## src/hdl/hcld_pkg.sv

```systemverilog
`default_nettype none

package hcld_pkg;

  // Line geometry
  localparam int unsigned BYTES_PER_LINE  = 40;
  localparam int unsigned PIXELS_PER_BYTE = 7;
  localparam int unsigned LINE_PIXELS     = BYTES_PER_LINE * PIXELS_PER_BYTE;
  localparam int unsigned POS_W           = $clog2(LINE_PIXELS + 1);
  localparam int unsigned BIT_W           = $clog2(PIXELS_PER_BYTE);

  localparam int unsigned COLOR_W  = 32;
  localparam int unsigned CFG_IDX_W = 3;

  localparam logic [COLOR_W-1:0] COLOR_BLACK = 32'hFF00_0000;
  localparam logic [COLOR_W-1:0] COLOR_WHITE = 32'hFFFF_FFFF;

  // Color modes
  localparam logic [1:0] MODE_FILL     = 2'd0;
  localparam logic [1:0] MODE_ARTIFACT = 2'd1;
  localparam logic [1:0] MODE_MONO     = 2'd2;

  // Register map
  localparam logic [CFG_IDX_W-1:0] REG_COLOR_MODE      = 3'd0;
  localparam logic [CFG_IDX_W-1:0] REG_COLOR_EVEN_LOW  = 3'd1;
  localparam logic [CFG_IDX_W-1:0] REG_COLOR_EVEN_HIGH = 3'd2;
  localparam logic [CFG_IDX_W-1:0] REG_COLOR_ODD_LOW   = 3'd3;
  localparam logic [CFG_IDX_W-1:0] REG_COLOR_ODD_HIGH  = 3'd4;

  typedef struct packed {
    logic [1:0]                  mode;
    logic [3:0][COLOR_W-1:0]     palette; // even_low, even_high, odd_low, odd_high
  } cfg_t;

  typedef struct packed {
    logic [7:0] data;
    logic       absent;
  } byte_t;

  typedef enum logic [1:0] {
    PH_PIXEL,
    PH_FLUSH_A,
    PH_FLUSH_B
  } phase_e;

endpackage

`default_nettype wire

```

## src/hdl/hcld_cfg.sv

```systemverilog
`default_nettype none

module hcld_cfg (
  input  wire logic                          clk_i,
  input  wire logic                          rst_ni,
  input  wire logic                          cfg_valid_i,
  output logic                               cfg_ready_o,
  input  wire logic [hcld_pkg::CFG_IDX_W-1:0] cfg_index_i,
  input  wire logic [hcld_pkg::COLOR_W-1:0]   cfg_data_i,
  output hcld_pkg::cfg_t                     cfg_o
);
  import hcld_pkg::*;

  cfg_t cfg_q, cfg_d;

  assign cfg_ready_o = 1'b1;
  assign cfg_o       = cfg_q;

  // Decode the register index; ignore writes past the map
  always_comb begin
    cfg_d = cfg_q;
    if (cfg_valid_i) begin
      case (cfg_index_i)
        REG_COLOR_MODE:      cfg_d.mode       = cfg_data_i[1:0];
        REG_COLOR_EVEN_LOW:  cfg_d.palette[0] = cfg_data_i;
        REG_COLOR_EVEN_HIGH: cfg_d.palette[1] = cfg_data_i;
        REG_COLOR_ODD_LOW:   cfg_d.palette[2] = cfg_data_i;
        REG_COLOR_ODD_HIGH:  cfg_d.palette[3] = cfg_data_i;
        default:             cfg_d = cfg_q;
      endcase
    end
  end

  always_ff @(posedge clk_i or negedge rst_ni) begin
    if (!rst_ni) begin
      cfg_q.mode    <= MODE_FILL;
      cfg_q.palette <= {4{COLOR_BLACK}};
    end else begin
      cfg_q <= cfg_d;
    end
  end

endmodule

`default_nettype wire

```

## src/hdl/hcld_byte_buf.sv

```systemverilog
`default_nettype none

module hcld_byte_buf (
  input  wire logic           clk_i,
  input  wire logic           rst_ni,
  input  wire logic           in_valid_i,
  output logic                in_ready_o,
  input  wire hcld_pkg::byte_t in_byte_i,
  input  wire logic           done_i,
  output logic                byte_valid_o,
  output hcld_pkg::byte_t     byte_o
);
  import hcld_pkg::*;

  logic  valid_q, valid_d;
  byte_t byte_q;

  // Take a new beat when empty or when the held byte finishes this cycle
  assign in_ready_o   = !valid_q || done_i;
  assign byte_valid_o = valid_q;
  assign byte_o       = byte_q;

  always_comb begin
    valid_d = valid_q;
    if (in_ready_o) begin
      valid_d = in_valid_i;
    end
  end

  always_ff @(posedge clk_i or negedge rst_ni) begin
    if (!rst_ni) begin
      valid_q <= 1'b0;
    end else begin
      valid_q <= valid_d;
    end
  end

  // Payload needs no reset
  always_ff @(posedge clk_i) begin
    if (in_ready_o && in_valid_i) begin
      byte_q <= in_byte_i;
    end
  end

endmodule

`default_nettype wire

```

## src/hdl/hcld_engine.sv

```systemverilog
`default_nettype none

module hcld_engine (
  input  wire logic                        clk_i,
  input  wire logic                        rst_ni,
  input  wire hcld_pkg::cfg_t              cfg_i,
  input  wire logic                        byte_valid_i,
  input  wire hcld_pkg::byte_t             byte_i,
  output logic                             done_o,
  output logic                             out_valid_o,
  input  wire logic                        out_ready_i,
  output logic [hcld_pkg::COLOR_W-1:0]     pixel_color_o,
  output logic                             last_of_run_o,
  output logic                             last_of_line_o
);
  import hcld_pkg::*;

  phase_e               phase_q, phase_d;
  logic [BIT_W-1:0]     bit_q, bit_d;
  logic [POS_W-1:0]     pos_q, pos_d;
  logic                 prev_lit_q, prev_lit_d;
  logic [COLOR_W-1:0]   held0_q, held0_d;
  logic [COLOR_W-1:0]   held1_q, held1_d;
  logic [COLOR_W-1:0]   left_q, left_d;

  logic                 out_valid_q, out_valid_d;
  logic [COLOR_W-1:0]   color_q, color_d;
  logic                 run_q, run_d;
  logic                 line_q, line_d;

  logic                 adv;
  logic                 lit;
  logic                 line_end;
  logic [COLOR_W-1:0]   held1_w;
  logic [COLOR_W-1:0]   raw;
  logic [COLOR_W-1:0]   fin;
  logic                 fill_ok;

  // Result slot is free or drains this cycle
  assign adv = !out_valid_q || out_ready_i;

  // Per-pixel datapath
  always_comb begin
    lit      = !byte_i.absent && byte_i.data[bit_q];
    line_end = (pos_q == POS_W'(LINE_PIXELS - 1));
    // Whiten the previous pixel only while a new pixel is being taken
    held1_w  = ((phase_q == PH_PIXEL) && lit && prev_lit_q) ? COLOR_WHITE : held1_q;
    if (!lit) begin
      raw = COLOR_BLACK;
    end else if (prev_lit_q || cfg_i.mode == MODE_MONO) begin
      raw = COLOR_WHITE;
    end else begin
      raw = cfg_i.palette[{pos_q[0], byte_i.data[7]}];
    end
    // Gap fill never applies to the first pixel of a line
    fill_ok = (cfg_i.mode == MODE_FILL) && (held0_q == COLOR_BLACK) && (left_q == held1_w)
              && ((phase_q != PH_PIXEL) || (pos_q >= POS_W'(3)));
    fin = fill_ok ? left_q : held0_q;
  end

  // Sequencer: one pixel per cycle while not stalled, two flush beats at line end
  always_comb begin
    phase_d     = phase_q;
    bit_d       = bit_q;
    pos_d       = pos_q;
    prev_lit_d  = prev_lit_q;
    held0_d     = held0_q;
    held1_d     = held1_q;
    left_d      = left_q;
    out_valid_d = out_valid_q && !out_ready_i;
    color_d     = color_q;
    run_d       = run_q;
    line_d      = line_q;
    done_o      = 1'b0;
    if (adv && byte_valid_i) begin
      case (phase_q)
        PH_PIXEL: begin
          if (pos_q >= POS_W'(2)) begin
            out_valid_d = 1'b1;
            color_d     = fin;
            run_d       = (bit_q == BIT_W'(PIXELS_PER_BYTE - 1)) && !line_end;
            line_d      = 1'b0;
            left_d      = fin;
          end
          held0_d    = held1_w;
          held1_d    = raw;
          prev_lit_d = lit;
          pos_d      = pos_q + POS_W'(1);
          if (bit_q == BIT_W'(PIXELS_PER_BYTE - 1)) begin
            bit_d = '0;
          end else begin
            bit_d = bit_q + BIT_W'(1);
          end
          if (line_end) begin
            phase_d = PH_FLUSH_A;
          end else if (bit_q == BIT_W'(PIXELS_PER_BYTE - 1)) begin
            done_o = 1'b1;
          end
        end
        PH_FLUSH_A: begin
          out_valid_d = 1'b1;
          color_d     = fin;
          run_d       = 1'b0;
          line_d      = 1'b0;
          left_d      = fin;
          phase_d     = PH_FLUSH_B;
        end
        PH_FLUSH_B: begin
          out_valid_d = 1'b1;
          color_d     = held1_q;
          run_d       = 1'b1;
          line_d      = 1'b1;
          // Return line state to its start values
          pos_d       = '0;
          prev_lit_d  = 1'b0;
          held0_d     = COLOR_BLACK;
          held1_d     = COLOR_BLACK;
          left_d      = COLOR_BLACK;
          phase_d     = PH_PIXEL;
          done_o      = 1'b1;
        end
        default: begin
          phase_d = PH_PIXEL;
        end
      endcase
    end
  end

  always_ff @(posedge clk_i or negedge rst_ni) begin
    if (!rst_ni) begin
      phase_q     <= PH_PIXEL;
      bit_q       <= '0;
      pos_q       <= '0;
      prev_lit_q  <= 1'b0;
      held0_q     <= COLOR_BLACK;
      held1_q     <= COLOR_BLACK;
      left_q      <= COLOR_BLACK;
      out_valid_q <= 1'b0;
    end else begin
      phase_q     <= phase_d;
      bit_q       <= bit_d;
      pos_q       <= pos_d;
      prev_lit_q  <= prev_lit_d;
      held0_q     <= held0_d;
      held1_q     <= held1_d;
      left_q      <= left_d;
      out_valid_q <= out_valid_d;
    end
  end

  // Result payload
  always_ff @(posedge clk_i) begin
    color_q <= color_d;
    run_q   <= run_d;
    line_q  <= line_d;
  end

  assign out_valid_o    = out_valid_q;
  assign pixel_color_o  = color_q;
  assign last_of_run_o  = run_q;
  assign last_of_line_o = line_q;

endmodule

`default_nettype wire

```

## src/hdl/hires_artifact_color_line_decoder.sv

```systemverilog
// Artifact-color decoder for high-resolution screen lines. Feed the bytes of
// each line in order (BYTES_PER_LINE bytes per line, set in hcld_pkg); each
// byte gives seven ABGR pixels, bit 0 first, one result beat per cycle
// while bytes arrive and out_ready_i does not stall; the last byte of a
// line also flushes the two pixels held for look-ahead. The engine produces
// one pixel per cycle, when not stalled, into a single result register.
// Output lags input by two pixels: the first byte of a line yields 5 beats,
// middle bytes 7, the last byte 9 with last_of_line on the final one;
// last_of_run marks each byte's final beat. The input register frees up in
// the cycle a byte's last pixel is produced, so the next byte is taken in
// that same cycle and bytes follow with no gap. Configuration writes
// (register index 0 mode, 1..4 palette) take effect at once and are meant
// for idle periods; cfg_ready_o is always high.
`default_nettype none

module hires_artifact_color_line_decoder (
  input  wire logic                           clk_i,
  input  wire logic                           rst_ni,
  input  wire logic                           in_valid_i,
  output logic                                in_ready_o,
  input  wire logic [7:0]                     data_byte_i,
  input  wire logic                           byte_absent_i,
  output logic                                out_valid_o,
  input  wire logic                           out_ready_i,
  output logic [hcld_pkg::COLOR_W-1:0]        pixel_color_o,
  output logic                                last_of_run_o,
  output logic                                last_of_line_o,
  input  wire logic                           cfg_valid_i,
  output logic                                cfg_ready_o,
  input  wire logic [hcld_pkg::CFG_IDX_W-1:0] cfg_index_i,
  input  wire logic [hcld_pkg::COLOR_W-1:0]   cfg_data_i
);
  import hcld_pkg::*;

  cfg_t  cfg;
  byte_t in_byte;
  byte_t cur_byte;
  logic  byte_valid;
  logic  byte_done;

  assign in_byte.data   = data_byte_i;
  assign in_byte.absent = byte_absent_i;

  hcld_cfg u_cfg (
    .clk_i       (clk_i),
    .rst_ni      (rst_ni),
    .cfg_valid_i (cfg_valid_i),
    .cfg_ready_o (cfg_ready_o),
    .cfg_index_i (cfg_index_i),
    .cfg_data_i  (cfg_data_i),
    .cfg_o       (cfg)
  );

  hcld_byte_buf u_byte_buf (
    .clk_i        (clk_i),
    .rst_ni       (rst_ni),
    .in_valid_i   (in_valid_i),
    .in_ready_o   (in_ready_o),
    .in_byte_i    (in_byte),
    .done_i       (byte_done),
    .byte_valid_o (byte_valid),
    .byte_o       (cur_byte)
  );

  hcld_engine u_engine (
    .clk_i          (clk_i),
    .rst_ni         (rst_ni),
    .cfg_i          (cfg),
    .byte_valid_i   (byte_valid),
    .byte_i         (cur_byte),
    .done_o         (byte_done),
    .out_valid_o    (out_valid_o),
    .out_ready_i    (out_ready_i),
    .pixel_color_o  (pixel_color_o),
    .last_of_run_o  (last_of_run_o),
    .last_of_line_o (last_of_line_o)
  );

endmodule

`default_nettype wire

```

## config.mk

```make
export PLATFORM = sky130hd
export DESIGN_NAME = hires_artifact_color_line_decoder
export DESIGN_NICKNAME = d
export VERILOG_FILES = /design/src/hdl/hcld_pkg.sv /design/src/hdl/hcld_cfg.sv /design/src/hdl/hcld_byte_buf.sv /design/src/hdl/hcld_engine.sv /design/src/hdl/hires_artifact_color_line_decoder.sv
export SDC_FILE = /design/constraint.sdc
export NUM_CORES = 1
export LEC_CHECK = 0
export ABC_AREA = 1
export BUFFER_PORTS_ARGS = -buffer_cell sky130_fd_sc_hd__buf_2
export CORE_MARGIN = 8
export CORE_UTILIZATION = 61
export DETAILED_ROUTE_END_ITERATION = 16
export PLACE_DENSITY_LB_ADDON = 0.05
export REMOVE_ABC_BUFFERS = 1
export SYNTH_ARGS = -nofsm -noshare
export SYNTH_HDL_FRONTEND = slang
export SYNTH_SLANG_ARGS = --single-unit
```

## constraint.sdc

```tcl
create_clock -name clk_i -period 3.6 [get_ports clk_i]
set_input_delay 0.72 -clock clk_i [delete_from_list [all_inputs] [get_ports clk_i]]
set_output_delay 0.72 -clock clk_i [all_outputs]
set_load 0.005 [all_outputs]
```

* After elaboration in Yosys (flattened, before gate mapping) *
Cells that the tools add are included.

storage, ports and cells
  register bits = 286
  output and inout port bits = 37
  word-level logic and storage cells = 102

operators by class
  add/sub/neg operators = 2
  $lt $le $gt $ge = 4
  equality and inequality tests = 13
  mux-type cells = 29
  reductions and logical operators = 35

operators by type and width
  cell                                                        number
  two-way mux 32 bit                                          6
  one-hot mux 32 bit (3 select lines)                         2
  one-hot mux 32 bit (2 select lines)                         2
  binary-select mux 32 bit (select 2 bit)                     1
  == test 32 bit                                              1
  == test 32 bit, second input constant                       1
  >= comparator 9 x 2 -> 1 bit, second input constant         2
  one-hot mux 9 bit (2 select lines)                          1
  AND reduction 2 bit                                         8
  logical AND 1 bit                                           10
  adder 9 x 1 -> 9 bit, second input constant                 1
  == test 9 bit, second input constant                        1
  two-way mux 1 bit                                           8
  == test 3 x 2 -> 1 bit, second input constant               2
  == test 3 bit, second input constant                        2
  one-hot mux 1 bit (2 select lines)                          3
  one-hot mux 1 bit (3 select lines)                          2
  logical NOT 1 bit                                           5
  == test 2 bit, second input constant                        2
  logical NOT 2 bit                                           2
  logical OR 1 bit                                            4
  less-than comparator 3 x 4 -> 1 bit, second input constant  1
  one-hot mux 2 bit (2 select lines)                          1
  nonzero test 2 bit                                          2
  13 further kinds                                            13

* Longest topological paths before layout *
  word-level depth = 12
  mapped depth = 21
  mapped depth without buffers = 19

* By module *
Synthesis repeated with hierarchy kept, for this count alone.

second synthesis, totals
  cells, all modules = 1739
  area total of the unflattened synthesis = 13999.7 µm²

modules (own cells, without submodules)
  module         times used  cells each  area each (µm²)  sequential area each (µm²)
  hcld_engine    1           1149        8401.8           3853.7
  hcld_cfg       1           575         5282.6           3293.2
  hcld_byte_buf  1           15          315.3            295.3

* Worst setup path after synthesis *
No wires, ideal clock.

  kind = reg-to-reg
  start = register u_engine.pos_q[0]
  end = register u_engine.line_q (netlist: u_engine.last_of_line_o), enable pin
  library setup time = 0.378 ns
  arrival time = 2.291 ns
  data required time = 3.222 ns
  slack = 0.931 ns
  cell stages (with the launch flop) = 10
  path buffers = 3
  clock period less this slack = 2.669 ns
  path through = dfrtp_1 > clkbuf_1 > clkinv_1 > clkbuf_1 > ha_1 > nor3_1 > inv_1 > a21oi_1 > nor3_1 > buf_2

between the ends
  cells in the longest elaborated chain, start to end = 3

RTL lines
  what                                  line                RTL
  start: declaration                    hcld_engine.sv:20   logic [POS_W-1:0] pos_q, pos_d;
  start signal: assignment              hcld_engine.sv:142  pos_q <= pos_d;
  >= comparator 9 x 2 -> 1 bit          hcld_engine.sv:78   if (pos_q >= POS_W'(2)) begin
  != test 2 bit (no source line)        --
  AND reduction 3 bit (no source line)  --
  end signal: assignment                hcld_engine.sv:155  line_q <= line_d;
  end: declaration                      hcld_engine.sv:29   logic line_q, line_d;

No other way between the ends.
A chain may end at the register's enable or synchronous reset.

* Final worst setup path *
  start = register u_engine.phase_q[0]
  end = output in_ready_o

between the ends
  cells in the longest elaborated chain, start to end = 4
  elaborated cells between the ends (all ways) = 5
  those cells by class = eq/ne (1); mux (2); reduce/logical (2)

RTL lines
  what                                                       line                                     RTL
  start: declaration                                         hcld_engine.sv:18                        phase_e phase_q, phase_d;
  start signal: assignment                                   hcld_engine.sv:140                       phase_q <= phase_d;
  == test 2 bit / logical NOT 2 bit (equally long branches)  hcld_engine.sv:76                        case (phase_q)
  one-hot mux 1 bit (2 select lines) *                       hcld_engine.sv:76
  two-way mux 1 bit *                                        hcld_engine.sv:75                        if (adv && byte_valid_i) begin
  logical OR 1 bit *                                         hcld_byte_buf.sv:19                      assign in_ready_o = !valid_q || done_i;
  end: declaration                                           hires_artifact_color_line_decoder.sv:20  output logic in_ready_o,

Mark *: on every way between the ends. The rest lies on a longest branch, timed or not.

==> impl_results.md <==
- Multi-input gate area: 5120 µm²
- Num ports: 86
- Most frequent cell after synthesis: nand2_1
- Most used cell along the critical path: inv_1
- Post-synth top area share: 0.345
- Final setup fails: 0
- Initial antenna violation count: 0
- Register area: 7440 µm²
- Drt pass-1 iters: 6
- Placer congestion estimate: 0.910
- Max Fanout on Critical Path: 6
- Most area-hungry cell type in the Yosys netlist: dfrtp_1
- Post-CTS resize count: 0
- Post-CTS Hold Buffers: 0
- Starting DRT DRC Count: 1,189
- Slew at the pin closest to its max-slew limit: 1170 ps
- Synth Instances: 1,654
- F_max: 0.296 GHz
- Worst setup path end: in_ready_o
- Critical path origin: u_engine.phase_q[0]
- Tmin final: 3380 ps
- Yosys cell types: 39
- Outcome: finished clean
- CTS root buf: clkbuf_16
- Pwr Total: 13.9 mW
- Worst R2R Start: u_engine.phase_q[0]
- Top cells by area, synth: dfrtp_1, nand2_1, dfstp_2
- Pin count of the biggest net entering global routing: 81
- Mapped Area: 13,600 µm²
- FILL cells: 1,824
- Async SR Flop Fraction: 0.850
- Number of remaining DRC errors: 0
- Chip Width: 165 µm
- RSZ-0062 raised after global routing: false
- DRT antenna net count: 0
- Post-CTS Setup Bufs: 0
- NumNets Final: 1,761
- Syn-to-layout area delta: 11.9%
- Vias in the first global route: 11.2k
- Clk buf depth: 3
- Crit-path slowest cell: nor2_1
- Clock transition at path regs: 60 ps
- Port Buffers: 84
- Vias per Instance: 5.74
- End of the worst register-to-register path: u_engine.pixel_color_o[11]
- Number of synthesized flops with an enable pin: 43
- Flop2flop setup slack: 440 ps
- H-tree depth: 1
- Commonest cells in the netlist: nand2_1, dfrtp_1, inv_1
- Core ar.: 21,800 µm²
- Die Y: 165 µm
- # rows: 54
- Layout cell share with drive strength beyond 1: 0.126
- First-pass GRT wire length: 56.5 mm
- WL final: 34.4 mm
- Worst Setup Path Type: reg2out
- Pwr Density: 917 nW/µm²
- Peak supply drop: 0.574 mV
- Via count: 11.5k
- Rel. slew slack: 0.217
- Total track usage: 0.258
- Min-Delay Path Class: in2async
- Number of cells on the worst reg-to-reg path: 16
- Leakage Power: 7.43 nW
- Gr ovfl total: 0
- Final Hold Fails: 0
- Number of diodes: 0
- Tcrit/Tclk final: 0.938
- Later-pin clock latency in the skew report: 570 ps
- Main synth FF type: dfrtp_1
- Post-synthesis sequential area ratio: 0.549
- Routed wire length per instance: 17.1 µm
- PnR worst setup slack: 222 ps
- Pre-CTS setup slack: 500 ps
- CP Launch Type: register
- CP endpoint kind: output pin
- Final Util: 0.695
- Initial Util: 0.621
- Worst Path Arrival: 2660 ps
- Detailed Place HPWL: 22.1 mm
- Die area: 27,300 µm²
- Clock Skew: 10.3 ps
- Synth Area per Inst: 8.20 µm²
- CTS Buf Count: 30
- CTS tree: yes
- Syn. warnings: 0
- Critical Path, Cell by Cell: inv_1, ha_1, inv_1, nor2_1, inv_1, o211ai_1, buf_2
- CTS Sinks: 286
- Post-synthesis register bit count: 286
- Worst Path Required: 2880 ps
- Pins over their slew limit: 0
- Maxcap violations: 0
- Max stage delay on crit path: 420 ps
==> logic make-up (layout without fill, tap and decap cells) <==
family,count (synthesis),count (layout),synth area share
flip-flops,286,286,0.549
adder cells (fa/ha/maj),7,7,0.00646
buffers and inverters,257,331,0.0750
XOR/XNOR,5,5,0.00323
other,1,1,0.000277
AO/OA/AOI/OAI,283,283,0.113
AND/OR/NAND/NOR,815,815,0.253
==> layer usage <==
| metal | track usage | up-vias | wire length (µm) |
|---|---|---|---|
| met1 | 0.365 | 5462 | 15300 |
| met5 | 0 | - | 0 |
| met4 | 0.0835 | 0 | 949 |
| li1 | - | 5528 | - |
| met2 | 0.402 | 464 | 15600 |
| met3 | 0.0397 | 68 | 2610 |
==> cells in the final DEF, fill, tap and decap left out, drive strengths merged <==
| cell | n |
|---|---|
| edfxtp | 43 |
| o22ai | 27 |
| buf | 107 |
| dfstp | 56 |
| o211ai | 1 |
| conb | 1 |
| a32o | 8 |
| a22oi | 9 |
| nand2 | 535 |
| o21ai | 188 |
| bufinv | 2 |
| nand3b | 3 |
| and2 | 1 |
| clkinv | 10 |
| dfrtp | 187 |
| o22a | 5 |
| xnor2 | 1 |
| clkbuf | 45 |
| nor4 | 2 |
| o31ai | 1 |
| inv | 167 |
| a21oi | 43 |
| a31oi | 1 |
| and3 | 2 |
| nand3 | 157 |
| nor2 | 58 |
| nor3 | 12 |
| ha | 7 |
| nor3b | 1 |
| xor2 | 4 |
| nand4 | 44 |
==> how the worst min path moves through the flow <==
| stage | from | end | slack, ps |
|---|---|---|---|
| finish | rst_ni | u_engine.phase_q[0] | 90 |
| global route | rst_ni | u_engine.phase_q[0] | 130 |
| CTS | rst_ni | u_engine.phase_q[0] | 110 |
| detailed placement | u_engine.left_q[10] | u_engine.left_q[10] | 470 |
| global placement | u_engine.left_q[10] | u_engine.left_q[10] | 460 |
| floorplan | rst_ni | u_byte_buf.byte_valid_o | 420 |
==> power breakdown <==
part	internal, mW	switching [mW]
clock network	1.77	1.26
registers	4.61	0.543
logic	1.74	3.99
total	8.11	5.80
==> sequential cells by signal (all words and copies together), names as in the netlist, 2 cells and up <==
register / count
u_engine.pos_q: 9
u_engine.bit_q: 3
u_engine.held0_q: 32
u_engine.phase_q: 2
u_engine.held1_q: 32
u_engine.pixel_color_o: 32
u_cfg.cfg_o: 130
u_engine.left_q: 32
u_byte_buf.byte_o: 9
==> layout make-up <==
cell class                 instances  share of cell area
clock inverter                    10             0.00800
timing repair buffer             107              0.0430
inverter                         169              0.0418
clock buffer                      45              0.0558
sequential                       286               0.490
tap                              280              0.0231
multi-input combinational       1111               0.338
==> per-stage QoR <==
stage	area, µm²	cells	TNS, ps	hold slack [ps]
after global routing	15200	2008	0	134
after global placement	14200	1953	0	465
after floorplan	13200	1566	-238050	424
after CTS	15200	2008	0	113
final	15200	2008	0	91.5
after detailed placement	14200	1953	0	471
==> worst max-delay path: cells and delay by family, from the launching register on <==
| kind | cells | cell delay (ps) |
|---|---|---|
| adder cells (fa/ha/maj) | 1 | 280 |
| buffers and inverters | 4 | 650 |
| AND/OR/NAND/NOR | 1 | 420 |
| flip-flops | 1 | 400 |
| AO/OA/AOI/OAI | 1 | 340 |
Power figures use the tool's default switching activity.
